==> src/hdl/bcpe_pkg.sv <==
// shared constants and types for the bezier curve point evaluator
`default_nettype none

package bcpe_pkg;

   // default coordinate and curve parameter widths
   localparam int COORD_WIDTH_DEF     = 32;
   localparam int PARAM_FRAC_BITS_DEF = 16;

   // register stages in one interpolation level: subtract, multiply, add
   localparam int LEVEL_STAGES = 3;

   // curve degree selection codes
   localparam logic CURVE_QUADRATIC = 1'b0;
   localparam logic CURVE_CUBIC     = 1'b1;

   // per-stage load enables for one interpolation level
   typedef struct packed {
      logic sub_en;
      logic mul_en;
      logic add_en;
   } stage_en_type;

endpackage

`default_nettype wire

==> src/hdl/bcpe_level.sv <==
// one de casteljau level: lanes of pipelined linear interpolation between neighbor points
`default_nettype none

module bcpe_level #(
   parameter int LANES           = 3,
   parameter int COORD_WIDTH     = bcpe_pkg::COORD_WIDTH_DEF,
   parameter int PARAM_FRAC_BITS = bcpe_pkg::PARAM_FRAC_BITS_DEF
) (
   input  wire logic                                   clock,
   input  wire bcpe_pkg::stage_en_type                 en,
   input  wire logic [LANES:0][COORD_WIDTH-1:0]        pts_in,
   input  wire logic [PARAM_FRAC_BITS:0]               t_in,
   output logic      [LANES-1:0][COORD_WIDTH-1:0]      pts_out,
   output logic      [PARAM_FRAC_BITS:0]               t_out
);

   localparam int DW = COORD_WIDTH + 1;
   localparam int PW = COORD_WIDTH + PARAM_FRAC_BITS + 3;

   // subtract stage
   logic [LANES-1:0][DW-1:0]          diff_ff, diff_in;
   logic [LANES-1:0][COORD_WIDTH-1:0] xa_ff;
   logic [PARAM_FRAC_BITS:0]          ta_ff;

   // multiply stage
   logic [LANES-1:0][PW-1:0]          prod_ff, prod_in;
   logic [LANES-1:0][COORD_WIDTH-1:0] xb_ff;
   logic [PARAM_FRAC_BITS:0]          tb_ff;

   // add stage
   logic [LANES-1:0][COORD_WIDTH-1:0] res_ff, res_in;
   logic [PARAM_FRAC_BITS:0]          tc_ff;

   always_comb begin
      for (int i = 0; i < LANES; i++) begin
         diff_in[i] = {pts_in[i+1][COORD_WIDTH-1], pts_in[i+1]}
                    - {pts_in[i][COORD_WIDTH-1], pts_in[i]};
         prod_in[i] = PW'($signed(diff_ff[i]) * $signed({1'b0, ta_ff}));
         // dropping the low fraction bits of the signed product is a floor
         res_in[i]  = xb_ff[i] + prod_ff[i][PARAM_FRAC_BITS +: COORD_WIDTH];
      end
   end

   always_ff @(posedge clock) begin
      if (en.sub_en) begin
         diff_ff <= diff_in;
         xa_ff   <= pts_in[LANES-1:0];
         ta_ff   <= t_in;
      end
      if (en.mul_en) begin
         prod_ff <= prod_in;
         xb_ff   <= xa_ff;
         tb_ff   <= ta_ff;
      end
      if (en.add_en) begin
         res_ff <= res_in;
         tc_ff  <= tb_ff;
      end
   end

   assign pts_out = res_ff;
   assign t_out   = tc_ff;

endmodule

`default_nettype wire

==> config.mk <==
export PLATFORM = sky130hd
export DESIGN_NAME = bcpe_level
export DESIGN_NICKNAME = d
export VERILOG_FILES = /design/src/hdl/bcpe_pkg.sv /design/src/hdl/bcpe_level.sv
export SDC_FILE = /design/constraint.sdc
export NUM_CORES = 2
export LEC_CHECK = 0
export BUFFER_PORTS_ARGS = -buffer_cell sky130_fd_sc_hd__buf_2
export CORE_ASPECT_RATIO = 1.5
export CORE_MARGIN = 10
export CORE_UTILIZATION = 40
export CTS_CLUSTER_DIAMETER = 100
export DETAILED_ROUTE_END_ITERATION = 12
export GPL_TIMING_DRIVEN = 0
export PLACE_DENSITY = 0.65
export SLEW_MARGIN = 0
export SYNTH_ARGS = -nofsm -noshare
export SYNTH_HDL_FRONTEND = slang
export SYNTH_SLANG_ARGS = --single-unit
export TNS_END_PERCENT = 100
==> constraint.sdc <==
create_clock -name clock -period 11.3 [get_ports clock]
set_input_delay 2.26 -clock clock [delete_from_list [all_inputs] [get_ports clock]]
set_output_delay 2.26 -clock clock [all_outputs]
set_load 0.02 [all_outputs]
==> out/results.ini <==
[sta]
finClkSkew_ps=49.8
maxSlewViolCount=90
fmax_mhz=103
fin_hold_ws_ps=412
hold_viol_final=0
tns_ps=0
rsz0062_at_grt=no
period_share_pct=86.1
period_minus_slack_ps=9730
worst_pin_slew_ps=1660
final-setup-viol-count=0
slew_headroom_pct=-10.9

[setup_path]
critPathLaunchType=flip-flop
path_class=reg2reg
crit_top_cell=fa_1
worstPathRequired_ps=11780
path_max_fanout=10
endpoint_kind=flip-flop
crit_chain=clkbuf_1 > clkbuf_2 > nand2_1 > fa_1 > inv_1 > fa_1 > ha_1 > fa_1 > inv_1 > fa_1 > fa_1 > inv_1 > ha_1 > or4_1 > a221o_1 > a31oi_1 > o211ai_1 > o211ai_2 > a211oi_1 > a21o_1 > a31o_2 > o41ai_2 > o21bai_1 > xor2_1
arrival_ps=10210
slowest_stage=clkbuf_1
slowest_delay_ps=1140

[synthesis]
synth_seq_cells=534
ys_types=67
seq_area_frac_synth_pct=20.0
yosys.area.top_type_share_pct=38.7
synth_area_leaders=fa_1 (39%), edfxtp_1 (20%), inv_1 (9.2%)
yosysWarnings=0
async_reset_ff_share_pct=0
synth_area_um2=80000
ys.flop_type=edfxtp_1
synth.net_count=10218
syn_inst=8002
yosysTopAreaCell=fa_1
syn_area_per_cell_um2=10.0
synth_edf_count=534

[routing]
drtAntennaViolNets=0
route.vias.total=57636
routed_via_density=5.22
drc=0
drt_iter0_markers=4389
wire_per_inst_um=25.0
firstDrtPassIters=5
drt_wl_total_mm=276

[cells_and_area]
final.fill_count=19088
fin_nets=10545
final_area_um2=87000
multi_input_area_um2=55500
area_growth_pct=8.71
seq_area_um2=16000
drive_gt1_share_pct=4.85

[cts]
ctsLongestPathBuffers=3
cts_made_buffers=56
ctsHtreeMaxLevel=2
hold_buffers=0
cts_setup_buffers=0
postCtsResizedCells=0
cts.clk_slew.worst_paths_ps=70
clk_latency_ps=750
cts_root_buf=clkbuf_16
cts_num_sinks=534
cts_tree=built

[placed_design]
placed_cell_area_um2=84900
gp_congestion=0.978
dpl.hpwl_mm=226
numPortBuffers=261

[global_routing]
antenna_found_initial=50
grt_max_degree=88
grt_usage_pct=25.4
overflow=0
grt_pass1_vias=61676
grt_pass1_wl_mm=401

[floorplanning]
initial_core_util_pct=40.1
dieHeight_um=568
die_x_um=385
num_rows=201
num_io_pins=262
core-area_um2=199000
die_area_um2=219000

[run_status]
violations=capacitance limit, slew limit
status=finished with violations

[run]
cap_viol_max_count=9

[min_path]
worst_hold_path_type=reg2reg

-- layout by cell type, fill, tap and decap left out, types with 166 or more instances in the layout --
cell / instances
a21oi_1: 204
and2_1: 957
buf_2: 258
clkbuf_1: 264
edfxtp_1: 534
fa_1: 1548
ha_1: 519
inv_1: 1968
nand2_1: 825
nor2_1: 166
xnor2_1: 211
-- synth_stat cells (all sizes together) (28+ instances only) --
master and number:
nor2 166, nand2b 28, edfxtp 534, and2 957, clkbuf 282, a21o 107, inv 1968, xor2 81
a211oi 28, fa 1548, ha 519, a21oi 205, nand2 825, nor3 39, xnor2 211, o21a 33
nor2b 53, nand3 50, o21ai 120
-- metrics by stage --
stage / setup slack, ps / std cells / utilization, %
3_5_place_dp: 1660 / 10909 / 42.5
5_1_grt: 1340 / 11025 / 43.6
2_1_floorplan: 4460 / 8002 / -
6_report: 1570 / 11049 / 43.6
4_1_cts: 1670 / 11012 / 43.6
3_3_place_gp: 992 / 10902 / 42.4
-- routing by layer --
metal  track usage [%]  wire [um]  part of all wire (%)  up-vias
li1                  -          -                     -    24777
met1              26.6      90500                    33    29605
met2              42.1     133000                    48     2396
met3              4.45      18900                   6.8      834
met4              25.1      33600                    12       24
met5                 0        255                 0.092        -
-- final cells by class --
| cell class | count | area share (%) |
|---|---|---|
| flip-flops and latches | 534 | 18.4 |
| well taps | 2639 | 3.80 |
| diodes | 36 | 0.104 |
| plain buffers | 283 | 1.25 |
| inverters | 1968 | 8.49 |
| multi-input cells | 5217 | 63.8 |
| clock inverters | 44 | 0.699 |
| clock buffers | 59 | 1.62 |
| repair buffers | 269 | 1.76 |
-- kinds of logic (layout without fill, tap and decap cells) --
kind of cell             count (synthesis)  in the layout  synth area share, %
other                                    0             36                    0
buffers and inverters                 2251           2623                 10.6
AO/OA/AOI/OAI                          663            663                 5.39
flip-flops                             534            534                 20.0
XOR/XNOR                               292            292                 3.20
multiplexers                             2              2               0.0281
adder cells (fa/ha/maj)               2067           2067                 46.8
AND/OR/NAND/NOR                       2193           2193                 13.9
-- path summary, 6_finish.rpt --
kind	from	end	slack [ps]	cells past startpoint
min reg2reg	xa_ff[19]	xb_ff[19]	410	0
max reg2reg	ta_ff[8]	prod_ff[148]	1570	24
min	xa_ff[19]	xb_ff[19]	410	0
max	ta_ff[8]	prod_ff[148]	1570	24
-- flip-flops by register name, summed over array words and instances, names as in the netlist --
name,cells
diff_ff,99
ta_ff,17
t_out,17
xb_ff,96
prod_ff,96
tb_ff,17
pts_out,96
xa_ff,96
-- worst max-delay path, delay by kind of cell, from the launching register on --
family	cells	cell delay, ps
xor gates and xnor gates	1	190
buffers and inverters	5	2270
DFF	1	830
and+or+nand+nor	2	720
AOI/OAI and AO/OA	9	2740
adders and majority gates	7	2700
Power is left out: the tool's default activity adds up to more than one toggle a clock period on the data nets, which glitch-free logic cannot reach.
